File: config.mk
export PLATFORM = sky130hd
export DESIGN_NAME = hsv_range_pixel_selector_core
export DESIGN_NICKNAME = d
export VERILOG_FILES = /design/src/rtl/hsvsel_pkg.sv /design/src/rtl/hsv_range_pixel_selector_core.sv /design/src/rtl/hsvsel_cfg_regs.sv
export VERILOG_INCLUDE_DIRS = /design/src /design/src/rtl
export SDC_FILE = /design/constraint.sdc
export NUM_CORES = 2
export LEC_CHECK = 0
export BUFFER_PORTS_ARGS = -buffer_cell sky130_fd_sc_hd__buf_2
export CAP_MARGIN = 20
export CORE_AREA = 2 2 236 238
export CTS_BUF_LIST = sky130_fd_sc_hd__clkbuf_4
export CTS_CLUSTER_SIZE = 10
export DETAILED_ROUTE_END_ITERATION = 8
export DIE_AREA = 0 0 238 240
export PLACE_DENSITY = 0.81
export SLEW_MARGIN = 20
export SYNTH_ARGS = -nofsm -noshare
export SYNTH_HDL_FRONTEND = slang
export SYNTH_HIERARCHICAL = 1
export SYNTH_SLANG_ARGS = --single-unit
File: constraint.sdc
create_clock -name clk -period 7.7 [get_ports clk]
set_input_delay 1.54 -clock clk [delete_from_list [all_inputs] [get_ports clk]]
set_output_delay 1.54 -clock clk [all_outputs]
set_load 0.03 [all_outputs]
File: src/rtl/assert_macros.svh
// Assertion shorthands for the HSV selector RTL.
// Expects clk and active-low rst_n in the scope of use.
`ifndef ASSERT_MACROS_SVH
`define ASSERT_MACROS_SVH

// Same-cycle implication.
`define ASSERT_IMPL(lbl, pre, post, msg) \
    lbl: assert property (@(posedge clk) disable iff (!rst_n) (pre) |-> (post)) \
        else $error(msg);

// Next-cycle implication.
`define ASSERT_NEXT(lbl, pre, post, msg) \
    lbl: assert property (@(posedge clk) disable iff (!rst_n) (pre) |=> (post)) \
        else $error(msg);

`endif

File: src/rtl/hsvsel_pkg.sv
// Shared types and constants for the HSV range pixel selector.
// No dependencies.
`default_nettype none

package hsvsel_pkg;

    localparam int CFG_INDEX_W = 3;
    localparam int CFG_DATA_W  = 32;

    typedef enum logic [CFG_INDEX_W-1:0] {
        REG_HUE_LOW    = 3'd0,
        REG_HUE_HIGH   = 3'd1,
        REG_SAT_LOW    = 3'd2,
        REG_SAT_HIGH   = 3'd3,
        REG_VAL_LOW    = 3'd4,
        REG_VAL_HIGH   = 3'd5,
        REG_MARK_COLOR = 3'd6
    } cfg_index_t;

    typedef struct packed {
        logic [14:0] hue_low;
        logic [14:0] hue_high;
        logic [12:0] sat_low;
        logic [12:0] sat_high;
        logic [7:0]  val_low;
        logic [7:0]  val_high;
        logic [31:0] mark_color;
    } cfg_t;

    localparam cfg_t CFG_RESET = '{
        hue_low:    15'd0,
        hue_high:   15'd23040,
        sat_low:    13'd0,
        sat_high:   13'd4096,
        val_low:    8'd0,
        val_high:   8'd255,
        mark_color: 32'hffff73df
    };

    // Hue sector multiplier k: hue numerator is 3840 * (k*d + diff).
    localparam logic [2:0] SECT_RED  = 3'd0;
    localparam logic [2:0] SECT_GRN  = 3'd2;
    localparam logic [2:0] SECT_BLU  = 3'd4;
    localparam logic [2:0] SECT_WRAP = 3'd6;

    // 2 * 3840: hue numerator step in doubled units
    localparam logic [24:0] HUE_STEP2 = 25'd7680;

endpackage

`default_nettype wire

File: src/rtl/hsv_range_pixel_selector_core.sv
// HSV range pixel selector, top level: four-stage classification pipeline.
// Depends on hsvsel_pkg, hsvsel_cfg_regs and assert_macros.svh.
`default_nettype none

// Classifies one ABGR pixel per clock. Each pixel is converted to hue
// (1/64 degree), saturation (Q0.12) and value (max byte); a pixel whose three
// components all lie inside the inclusive bounds leaves as the mark colour with
// tuser set, any other pixel leaves unchanged with tuser clear. Grey pixels
// (max equal to min) are never selected. Each pixel passes the four register
// stages (extremes and sector, numerator, bound products, compare); one pixel
// per clock is taken while the output is not stalled, and each stage holds
// while the stage after it is full and stalled. No division is done: each
// rounded quotient bound is checked by comparing the numerator against the
// bound times the divisor.
module hsv_range_pixel_selector_core
(
    input  wire logic                               clk,
    input  wire logic                               rst_n,
    // input stream
    input  wire logic                               s_axis_tvalid,
    output logic                                    s_axis_tready,
    input  wire logic [31:0]                        s_axis_tdata,  // [31:0] pixel_in
    // output stream
    output logic                                    m_axis_tvalid,
    input  wire logic                               m_axis_tready,
    output logic [31:0]                             m_axis_tdata,  // [31:0] pixel_out
    output logic                                    m_axis_tuser,  // [0] selected
    // configuration
    input  wire logic                               cfg_we,
    input  wire logic [hsvsel_pkg::CFG_INDEX_W-1:0] cfg_index,
    input  wire logic [hsvsel_pkg::CFG_DATA_W-1:0]  cfg_data
);

    hsvsel_pkg::cfg_t cfg;

    hsvsel_cfg_regs u_cfg_regs
    (
        .clk       (clk),
        .rst_n     (rst_n),
        .cfg_we    (cfg_we),
        .cfg_index (cfg_index),
        .cfg_data  (cfg_data),
        .cfg       (cfg)
    );

    // stage enables: a stage loads when empty or when the next one moves on
    logic en1, en2, en3, en4;
    logic s1_valid_reg, s2_valid_reg, s3_valid_reg, out_valid_reg;

    assign en4 = !out_valid_reg || m_axis_tready;
    assign en3 = !s3_valid_reg || en4;
    assign en2 = !s2_valid_reg || en3;
    assign en1 = !s1_valid_reg || en2;

    assign s_axis_tready = en1;

    always_ff @(posedge clk or negedge rst_n)
    begin
        if (!rst_n)
        begin
            s1_valid_reg  <= 1'b0;
            s2_valid_reg  <= 1'b0;
            s3_valid_reg  <= 1'b0;
            out_valid_reg <= 1'b0;
        end
        else
        begin
            if (en1)
            begin
                s1_valid_reg <= s_axis_tvalid;
            end
            if (en2)
            begin
                s2_valid_reg <= s1_valid_reg;
            end
            if (en3)
            begin
                s3_valid_reg <= s2_valid_reg;
            end
            if (en4)
            begin
                out_valid_reg <= s3_valid_reg;
            end
        end
    end

    // ---------------- stage 1: extremes, sector, channel difference
    logic [7:0]        px_r, px_g, px_b;
    logic              red_max, grn_max;
    logic [7:0]        s1_mx_next, s1_mn_next;
    logic [2:0]        s1_k_next;
    logic signed [8:0] s1_diff_next;

    logic [31:0]       s1_pix_reg;
    logic [7:0]        s1_mx_reg, s1_mn_reg;
    logic [2:0]        s1_k_reg;
    logic signed [8:0] s1_diff_reg;

    assign px_r = s_axis_tdata[7:0];
    assign px_g = s_axis_tdata[15:8];
    assign px_b = s_axis_tdata[23:16];

    // ties: red beats green, green beats blue
    assign red_max = (px_r >= px_g) && (px_r >= px_b);
    assign grn_max = !red_max && (px_g >= px_b);

    always_comb
    begin
        s1_mn_next = px_r;
        if (px_g < s1_mn_next)
        begin
            s1_mn_next = px_g;
        end
        if (px_b < s1_mn_next)
        begin
            s1_mn_next = px_b;
        end

        if (red_max)
        begin
            s1_mx_next   = px_r;
            s1_diff_next = $signed({1'b0, px_g}) - $signed({1'b0, px_b});
            // negative hue wraps a full turn: 6 sectors
            s1_k_next    = (px_g < px_b) ? hsvsel_pkg::SECT_WRAP : hsvsel_pkg::SECT_RED;
        end
        else if (grn_max)
        begin
            s1_mx_next   = px_g;
            s1_diff_next = $signed({1'b0, px_b}) - $signed({1'b0, px_r});
            s1_k_next    = hsvsel_pkg::SECT_GRN;
        end
        else
        begin
            s1_mx_next   = px_b;
            s1_diff_next = $signed({1'b0, px_r}) - $signed({1'b0, px_g});
            s1_k_next    = hsvsel_pkg::SECT_BLU;
        end
    end

    always_ff @(posedge clk)
    begin
        if (en1)
        begin
            s1_pix_reg  <= s_axis_tdata;
            s1_mx_reg   <= s1_mx_next;
            s1_mn_reg   <= s1_mn_next;
            s1_k_reg    <= s1_k_next;
            s1_diff_reg <= s1_diff_next;
        end
    end

    // ---------------- stage 2: chroma d and sector numerator M = k*d + diff
    logic [7:0]         s2_d_next;
    logic [10:0]        s2_kd;
    logic signed [11:0] s2_m_full;

    logic [31:0]        s2_pix_reg;
    logic [7:0]         s2_d_reg, s2_mx_reg;
    logic [10:0]        s2_m_reg;
    logic               s2_chroma_reg;

    assign s2_d_next = s1_mx_reg - s1_mn_reg;
    assign s2_kd     = 11'(s1_k_reg) * 11'(s2_d_next);
    assign s2_m_full = $signed({1'b0, s2_kd}) + $signed({{3{s1_diff_reg[8]}}, s1_diff_reg});

    always_ff @(posedge clk)
    begin
        if (en2)
        begin
            s2_pix_reg    <= s1_pix_reg;
            s2_d_reg      <= s2_d_next;
            s2_mx_reg     <= s1_mx_reg;
            s2_m_reg      <= s2_m_full[10:0];
            s2_chroma_reg <= (s2_d_next != 8'd0);
        end
    end

    // ---------------- stage 3: numerators and bound products
    // hue = floor(X / 2d), X = 7680*M + d; sat = floor(Y / 2mx), Y = 8192*d + mx
    logic [15:0] hue_high_p1;
    logic [13:0] sat_high_p1;
    logic [24:0] s3_hue_x_next, s3_hue_lo_next, s3_hue_hi_next;
    logic [22:0] s3_sat_x_next, s3_sat_lo_next, s3_sat_hi_next;

    logic [31:0] s3_pix_reg;
    logic [24:0] s3_hue_x_reg, s3_hue_lo_reg, s3_hue_hi_reg;
    logic [22:0] s3_sat_x_reg, s3_sat_lo_reg, s3_sat_hi_reg;
    logic [7:0]  s3_mx_reg;
    logic        s3_chroma_reg;

    assign hue_high_p1 = {1'b0, cfg.hue_high} + 16'd1;
    assign sat_high_p1 = {1'b0, cfg.sat_high} + 14'd1;

    assign s3_hue_x_next  = 25'(s2_m_reg) * hsvsel_pkg::HUE_STEP2 + 25'(s2_d_reg);
    assign s3_hue_lo_next = 25'({cfg.hue_low, 1'b0}) * 25'(s2_d_reg);
    assign s3_hue_hi_next = 25'({hue_high_p1, 1'b0}) * 25'(s2_d_reg);
    assign s3_sat_x_next  = 23'({s2_d_reg, 13'd0}) + 23'(s2_mx_reg);
    assign s3_sat_lo_next = 23'({cfg.sat_low, 1'b0}) * 23'(s2_mx_reg);
    assign s3_sat_hi_next = 23'({sat_high_p1, 1'b0}) * 23'(s2_mx_reg);

    always_ff @(posedge clk)
    begin
        if (en3)
        begin
            s3_pix_reg    <= s2_pix_reg;
            s3_hue_x_reg  <= s3_hue_x_next;
            s3_hue_lo_reg <= s3_hue_lo_next;
            s3_hue_hi_reg <= s3_hue_hi_next;
            s3_sat_x_reg  <= s3_sat_x_next;
            s3_sat_lo_reg <= s3_sat_lo_next;
            s3_sat_hi_reg <= s3_sat_hi_next;
            s3_mx_reg     <= s2_mx_reg;
            s3_chroma_reg <= s2_chroma_reg;
        end
    end

    // ---------------- stage 4: bound compares and output select
    logic        out_sel_next;
    logic [31:0] out_pix_next;
    logic [31:0] out_pix_reg;
    logic        out_sel_reg;

    assign out_sel_next = s3_chroma_reg
                       && (s3_hue_x_reg >= s3_hue_lo_reg) && (s3_hue_x_reg < s3_hue_hi_reg)
                       && (s3_sat_x_reg >= s3_sat_lo_reg) && (s3_sat_x_reg < s3_sat_hi_reg)
                       && (s3_mx_reg >= cfg.val_low) && (s3_mx_reg <= cfg.val_high);
    assign out_pix_next = out_sel_next ? cfg.mark_color : s3_pix_reg;

    always_ff @(posedge clk)
    begin
        if (en4)
        begin
            out_pix_reg <= out_pix_next;
            out_sel_reg <= out_sel_next;
        end
    end

    assign m_axis_tvalid = out_valid_reg;
    assign m_axis_tdata  = out_pix_reg;
    assign m_axis_tuser  = out_sel_reg;

    // ---------------- assertions
`include "assert_macros.svh"

    `ASSERT_NEXT(a_grey_never_selected, s3_valid_reg && en4 && !s3_chroma_reg, !out_sel_reg, "grey pixel flagged as selected")
    `ASSERT_NEXT(a_stage3_holds, s3_valid_reg && !en4, s3_valid_reg && $stable(s3_pix_reg), "stage 3 item lost or changed under stall")
    `ASSERT_IMPL(a_full_backpressure, out_valid_reg && !m_axis_tready && s1_valid_reg && s2_valid_reg && s3_valid_reg, !s_axis_tready, "input taken while pipeline full and stalled")

endmodule

`default_nettype wire

File: src/rtl/hsvsel_cfg_regs.sv
// Configuration register bank for the HSV selector.
// Depends on hsvsel_pkg.
`default_nettype none

module hsvsel_cfg_regs
(
    input  wire logic                               clk,
    input  wire logic                               rst_n,
    input  wire logic                               cfg_we,
    input  wire logic [hsvsel_pkg::CFG_INDEX_W-1:0] cfg_index,
    input  wire logic [hsvsel_pkg::CFG_DATA_W-1:0]  cfg_data,
    output hsvsel_pkg::cfg_t                        cfg
);

    hsvsel_pkg::cfg_t cfg_reg;
    hsvsel_pkg::cfg_t cfg_next;

    always_comb
    begin
        cfg_next = cfg_reg;
        if (cfg_we)
        begin
            unique case (hsvsel_pkg::cfg_index_t'(cfg_index))
                hsvsel_pkg::REG_HUE_LOW:    cfg_next.hue_low    = cfg_data[14:0];
                hsvsel_pkg::REG_HUE_HIGH:   cfg_next.hue_high   = cfg_data[14:0];
                hsvsel_pkg::REG_SAT_LOW:    cfg_next.sat_low    = cfg_data[12:0];
                hsvsel_pkg::REG_SAT_HIGH:   cfg_next.sat_high   = cfg_data[12:0];
                hsvsel_pkg::REG_VAL_LOW:    cfg_next.val_low    = cfg_data[7:0];
                hsvsel_pkg::REG_VAL_HIGH:   cfg_next.val_high   = cfg_data[7:0];
                hsvsel_pkg::REG_MARK_COLOR: cfg_next.mark_color = cfg_data[31:0];
                default:                    cfg_next = cfg_reg;
            endcase
        end
    end

    always_ff @(posedge clk or negedge rst_n)
    begin
        if (!rst_n)
        begin
            cfg_reg <= hsvsel_pkg::CFG_RESET;
        end
        else
        begin
            cfg_reg <= cfg_next;
        end
    end

    assign cfg = cfg_reg;

endmodule

`default_nettype wire
# [Word-level counts from Yosys, hierarchy flattened]
# Cells that the tools add are included.
[word_totals] register_bits=440 latchBits=0 ram_bits=0 mem_bits_ro=0 output_inout_bits=35 n_memories=0
[op_classes] n_addsub=9 mul=6 n_div=0 order_cmp=12 eq_ne=6 shifts=0 n_mux=10 bitwise_logic=0 n_reduce_logical=26
[op_table] cell="$ge A8 B8 Y1" count=4
[op_table] cell="$mux W32" count=1
[op_table] cell="$mux W8" count=4
[op_table] cell="$sub A8 B8 Y9" count=3
[op_table] cell="$add A24 B8 Y25" count=1
[op_table] cell="$ge A25 B24 Y1" count=1
[op_table] cell="$lt A25 B25 Y1" count=1
[op_table] cell="$lt A8 B8 Y1" count=3
[op_table] cell="$mul A16 B8 Y24" count=1
[op_table] cell="$ge A23 B22 Y1" count=1
[op_table] cell="$lt A23 B23 Y1" count=1
[op_table] cell="$mul A15 B8 Y23" count=1
[op_table] cell="$add A21 B8 Y22" count=1
[op_table] cell="$mul A14 B8 Y22" count=1
[op_table] cell="$mul A13 B8 Y21" count=1
[op_table] cell="$mux W9" count=2
[op_table] cell="$add A15 B1 Y16 const B" count=1
[op_table] cell="$mul A11 B4 Y15 const B" count=1
[op_table] cell="$add A13 B1 Y14 const B" count=1
[op_table] cell="$reduce_and A2 Y1" count=7
[op_table] cell="$add A11 B9 Y11" count=1
[op_table] cell="$mul A3 B8 Y11" count=1
[op_table] cell="$eq A3 B3 Y1 const B" count=3
[op_table] cell="$mux W3" count=3
[op_table] cell="other kinds (9)" count=24

# [Logic depth before layout (Yosys ltp)]
[depth] ltp_word=8 mapped_depth=23 depth_no_buf=23

# [Cells and area by module]
# Netlist, hierarchy kept.
[by_module_without_submodules] module="hsv_range_pixel_selector_core" n_inst=1 cells_each=2882 area_per_inst_um2=30668.2 seq_area_each_um2=9288.9
[by_module_without_submodules] module="hsvsel_cfg_regs" n_inst=1 cells_each=226 area_per_inst_um2=3996.3 seq_area_each_um2=2653.8

# [Worst setup path after synthesis]
# No wires, ideal clock.
[synth_path] path_type="input port to flip-flop" startpoint="input m_axis_tready" endpoint="register s3_chroma_reg (enable)" setup_ps=1290 arrival_time_ps=4315 slack_ps=2095 cell_stages=2 path_cell_list="nor2b_1 > nand2_1"
[synth_via] elab_chain_cells=2
[synth_rtl] item="start, declared" line="hsv_range_pixel_selector_core.sv:25" rtl="input wire logic m_axis_tready,"
[synth_rtl] item="$logic_or A1 B1 Y1" line="hsv_range_pixel_selector_core.sv:50" rtl="assign en4 = !out_valid_reg || m_axis_tready;"
[synth_rtl] item="$logic_or A1 B1 Y1" line="hsv_range_pixel_selector_core.sv:51" rtl="assign en3 = !s3_valid_reg || en4;"
[synth_rtl] item="via en3" line="hsv_range_pixel_selector_core.sv:47" rtl="logic en1, en2, en3, en4;"
[synth_rtl] item="end signal, assigned" line="hsv_range_pixel_selector_core.sv:213" rtl="s3_chroma_reg <= s2_chroma_reg;"
[synth_rtl] item="end, declared" line="hsv_range_pixel_selector_core.sv:189" rtl="logic s3_chroma_reg;"
# The timed path passes the listed nets, and every way through them passes these cells.
# A chain may end at the register's enable or synchronous reset.

# [Worst setup path in the final report]
[layout_path] startpoint="register u_cfg_regs.cfg_reg, in the netlist u_cfg_regs/cfg[76]" endpoint="register s3_hue_hi_reg[24] (data pin)"
[layout_via] elab_chain_cells=2
[layout_rtl] item="start, declared" line="hsvsel_cfg_regs.sv:15" rtl="hsvsel_pkg::cfg_t cfg_reg;"
[layout_rtl] item="start signal, assigned" line="hsvsel_cfg_regs.sv:40" rtl="cfg_reg <= hsvsel_pkg::CFG_RESET;"
[layout_rtl] item="start signal, assigned" line="hsvsel_cfg_regs.sv:44" rtl="cfg_reg <= cfg_next;"
[layout_rtl] item="$add A15 B1 Y16" line="hsv_range_pixel_selector_core.sv:191" rtl="assign hue_high_p1 = {1'b0, cfg.hue_high} + 16'd1;"
[layout_rtl] item="$mul A16 B8 Y24" line="hsv_range_pixel_selector_core.sv:196" rtl="assign s3_hue_hi_next = 25'({hue_high_p1, 1'b0}) * 25'(s2_d_reg);"
[layout_rtl] item="via s3_hue_hi_next[24]" line="hsv_range_pixel_selector_core.sv:182" rtl="logic [24:0] s3_hue_x_next, s3_hue_lo_next, s3_hue_hi_next;"
[layout_rtl] item="end signal, assigned" line="hsv_range_pixel_selector_core.sv:208" rtl="s3_hue_hi_reg <= s3_hue_hi_next;"
[layout_rtl] item="end, declared" line="hsv_range_pixel_selector_core.sv:186" rtl="logic [24:0] s3_hue_x_reg, s3_hue_lo_reg, s3_hue_hi_reg;"
# The timed path passes the listed nets, and every way through them passes these cells.

==> flow_summary.yaml <==
yosys:
  netlist-cell-type-count: 78
  netlist_area_um2: 34700
  synth_seq_area_share: 0.345
  postSynthRegisterBits: 414
  syn_avg_cell_area_um2: 11.2
  post_synth_inst_count: 3108
  synth-edff-count: 306
  postSynth.topFlopCell: "sky130_fd_sc_hd__edfxtp_1"
  synth.yosys.warnings: 6
  synthesis.nets: 3844
  synth_async_sr_flop_share: 0.261
clock_tree:
  cts_buffer_depth: 3
  postCtsHoldBufs: 0
  clock-sinks: 414
  clock_tree_from_tritoncts: "done"
  ctsRootBufferMaster: "sky130_fd_sc_hd__clkbuf_4"
  cts_buffers: 105
  path_clk_slew_ns: 0.08
  number_of_setup_buffers_added_after_cts: 0
  worstSkewPairLatency_ns: 0.98
  cts_resized: 0
  clock_h_tree_levels: 3
timing:
  tightest_slew_ns: 1.13
  timing.fmax_mhz: 161
  finClkSkew_ns: 0.124
  period_needed_ns: 6.22
  report.final.setup_viol: 0
  setup_tns_ns: 0
  min_period_over_period: 0.807
  slew_violations: 0
  grt_setup_unrepaired: "no"
  timing.max_slew.rel_slack: 0.240
  final.setup.worst_slack_ns: 1.48
  hold_violations: 0
die:
  placeableCoreArea_um2: 54700
  fp.dieArea_um2: 57100
  initial_core_util: 0.634
  boundaryPins: 107
  rows: 86
  die_height_um: 240
  die_width_um: 238
layout:
  layout.cells.non_filler: 4075
  final_net_count: 4017
  max_reg_flops: 104
  flow.area_growth_from_synthesis_pct: 7.90
  share_of_layout_cells_above_drive_strength_1: 0.151
worst_setup_path:
  reg2reg_from: "u_cfg_regs/cfg[76]"
  ff2ff_path_depth: 21
  library_cell_appearing_most_often_on_the_critical_path: "sky130_fd_sc_hd__fa_1"
  slowest_stage: "sky130_fd_sc_hd__fa_1"
  worstReg2RegEnd: "s3_hue_hi_reg[24]"
  setup.reg_to_reg.worst_slack_ns: 1.48
  worst_setup_path_end_kind: "flip-flop"
  max_stage_delay_ns: 0.55
  timing.critical_path.cells: "and3_1 > and3_1 > nand2_1 > nor2_1 > nand2_1 > xor2_1 > nor2b_1 > fa_1 > fa_1 > fa_1 > inv_1 > fa_1 > inv_1 > ha_1 > or2_2 > a21o_1 > o31a_1 > o21a_1 > o41ai_1 > nor2_1 > a211oi_1"
  crit_path_kind: "reg2reg"
  crit_arrival_ns: 6.91
  path_max_fanout: 8
  critical_path_required_ns: 8.40
  startpoint_type: "flip-flop"
detailed_routing:
  vias_per_cell: 5.82
  drt-total-wl_mm: 80.2
  postRouteAntennaNets: 0
  drt_drc_violations_left: 0
  detail_route.wl_per_cell_um: 19.7
  detailedRoute.firstIterationViolations: 1929
  dr.pass1.iters: 6
  detailroute.via_count: 23728
placed_design:
  place.detailed.hpwl_mm: 59.9
  pre_cts_slack_ns: 1.54
  place.gp.congestion: 0.977
  placedCellCount: 3876
  port_buffers: 106
global_routing:
  globalRouteTotalUtil: 0.292
  grt.overflow.total: 0
  grt_first_pass_wirelength_mm: 130
  grt_start_max_net_pins: 73
  grt_pass1_vias: 25546
  antenna_found_initial: 3
run_status:
  outcome: "complete, no violations"
min_path:
  worstHoldPathType: "reg2reg"
  min_delay_worst_endpoint: "s3_pix_reg[6]"
  hold_start: "s2_pix_reg[6]"
  worst_hold_path.num_cells: 0
flow_run:
  maxCapViolations: 0
==> metrics by stage <==
| stage | utilization | hold slack [ns] | instance area, µm² |
|---|---|---|---|
| 2_1_floorplan | - | 0.400 | 34700 |
| 3_3_place_gp | 0.657 | 0.401 | 35900 |
| 3_5_place_dp | 0.657 | 0.405 | 35900 |
| 4_1_cts | 0.683 | 0.362 | 37400 |
| 5_1_grt | 0.684 | 0.387 | 37400 |
| 6_report | 0.684 | 0.362 | 37400 |
==> cell usage after synthesis, types with 8 or more instances <==
| library cell | instances | share of area |
|---|---|---|
| sky130_fd_sc_hd__a21o_1 | 33 | 0.0071 |
| sky130_fd_sc_hd__a31oi_1 | 8 | 0.0014 |
| sky130_fd_sc_hd__a21oi_1 | 103 | 0.015 |
| sky130_fd_sc_hd__dfstp_2 | 41 | 0.031 |
| sky130_fd_sc_hd__nand2_1 | 207 | 0.022 |
| sky130_fd_sc_hd__and3_1 | 16 | 0.0029 |
| sky130_fd_sc_hd__xor2_1 | 36 | 0.0091 |
| sky130_fd_sc_hd__nor2b_1 | 165 | 0.030 |
| sky130_fd_sc_hd__ha_1 | 333 | 0.12 |
| sky130_fd_sc_hd__o21ai_0 | 72 | 0.010 |
| sky130_fd_sc_hd__fa_1 | 331 | 0.19 |
| sky130_fd_sc_hd__o21a_1 | 23 | 0.0050 |
| sky130_fd_sc_hd__mux2_2 | 107 | 0.035 |
| sky130_fd_sc_hd__o211ai_1 | 10 | 0.0022 |
| sky130_fd_sc_hd__nand2b_1 | 43 | 0.0078 |
| sky130_fd_sc_hd__nor3_1 | 30 | 0.0043 |
| sky130_fd_sc_hd__nand4_1 | 19 | 0.0034 |
| sky130_fd_sc_hd__mux2i_1 | 30 | 0.0087 |
| sky130_fd_sc_hd__nand3_1 | 37 | 0.0053 |
| sky130_fd_sc_hd__inv_1 | 508 | 0.055 |
| sky130_fd_sc_hd__or2_2 | 9 | 0.0016 |
| sky130_fd_sc_hd__mux2_4 | 30 | 0.013 |
| sky130_fd_sc_hd__nor2_1 | 88 | 0.0095 |
| sky130_fd_sc_hd__a211oi_1 | 17 | 0.0037 |
| sky130_fd_sc_hd__xnor2_1 | 88 | 0.022 |
| sky130_fd_sc_hd__edfxtp_1 | 306 | 0.27 |
| sky130_fd_sc_hd__and2_1 | 180 | 0.032 |
| sky130_fd_sc_hd__o21bai_1 | 11 | 0.0024 |
| sky130_fd_sc_hd__dfrtp_1 | 67 | 0.048 |
| sky130_fd_sc_hd__clkbuf_1 | 47 | 0.0051 |
==> layout make-up <==
type	count	area (µm²)
inverter	508	1910
multi-input combinational	2120	20500
sequential	414	11900
fill	3906	17300
clock inverter	35	244
clock buffer	158	1190
tap	704	881
timing repair buffer	132	742
antenna	4	10.0
==> cells in the final DEF, fill, tap and decap left out, types with 25 or more instances in the layout <==
cell	Yosys	final
sky130_fd_sc_hd__fa_1	331	331
sky130_fd_sc_hd__inv_1	508	508
sky130_fd_sc_hd__ha_1	333	333
sky130_fd_sc_hd__mux2_2	107	107
sky130_fd_sc_hd__dfrtp_1	67	67
sky130_fd_sc_hd__mux2i_1	30	30
sky130_fd_sc_hd__buf_4	2	25
sky130_fd_sc_hd__nor2b_1	165	165
sky130_fd_sc_hd__xor2_1	36	36
sky130_fd_sc_hd__xnor2_1	88	88
sky130_fd_sc_hd__nand2_1	207	206
sky130_fd_sc_hd__edfxtp_1	306	306
sky130_fd_sc_hd__mux2_4	30	30
sky130_fd_sc_hd__nor3_1	30	30
sky130_fd_sc_hd__nand3_1	37	36
sky130_fd_sc_hd__dfstp_2	41	41
sky130_fd_sc_hd__nand2b_1	43	43
sky130_fd_sc_hd__and2_1	180	180
sky130_fd_sc_hd__clkbuf_4	0	158
sky130_fd_sc_hd__a21oi_1	103	103
sky130_fd_sc_hd__nor2_1	88	88
sky130_fd_sc_hd__a21o_1	33	33
sky130_fd_sc_hd__o21ai_0	72	72
sky130_fd_sc_hd__buf_2	7	105
==> layer usage <==
metal / vias up / track usage / wire (µm)
li1: 10728 / - / -
met4: 2 / 0.152 / 3800
met5: - / 0 / 13
met3: 254 / 0.0582 / 5960
met2: 914 / 0.492 / 38800
met1: 11830 / 0.359 / 31600
==> logic make-up (layout without fill, tap and decap cells) <==
kind of cell	after synthesis	in the layout	synth area share
flops	414	414	0.345
fa+ha+maj	664	664	0.311
xor+xnor	124	124	0.0313
other cells	0	4	0
buf+inv	574	833	0.0651
mux	169	169	0.0571
compound gates	336	336	0.0625
simple gates	827	827	0.128
==> how the worst max path moves through the flow <==
| stage | from | endpoint | slack, ns | depth (start not counted) |
|---|---|---|---|---|
| detailed placement | u_cfg_regs/cfg[76] | s3_hue_hi_reg[24] | 1.54 | 20 |
| CTS | u_cfg_regs/cfg[76] | s3_hue_hi_reg[24] | 1.52 | 20 |
| floorplan | m_axis_tready | s3_chroma_reg | 2.10 | 2 |
| global placement | u_cfg_regs/cfg[76] | s3_hue_hi_reg[24] | 1.77 | 21 |
| global route | u_cfg_regs/cfg[76] | s3_hue_hi_reg[24] | 1.07 | 21 |
| finish | u_cfg_regs/cfg[76] | s3_hue_hi_reg[24] | 1.48 | 21 |
==> critical path, delay by kind of cell (launching register included) <==
kind	cells	cell delay [ns]
xor+xnor	1	0.52
fa+ha+maj	5	2.43
simple gates	8	1.28
compound gates	5	1.26
flops	1	0.42
buf+inv	2	0.10
Power is left out: the tool's default activity adds up to more than one toggle a clock period on the data nets, which glitch-free logic cannot reach.
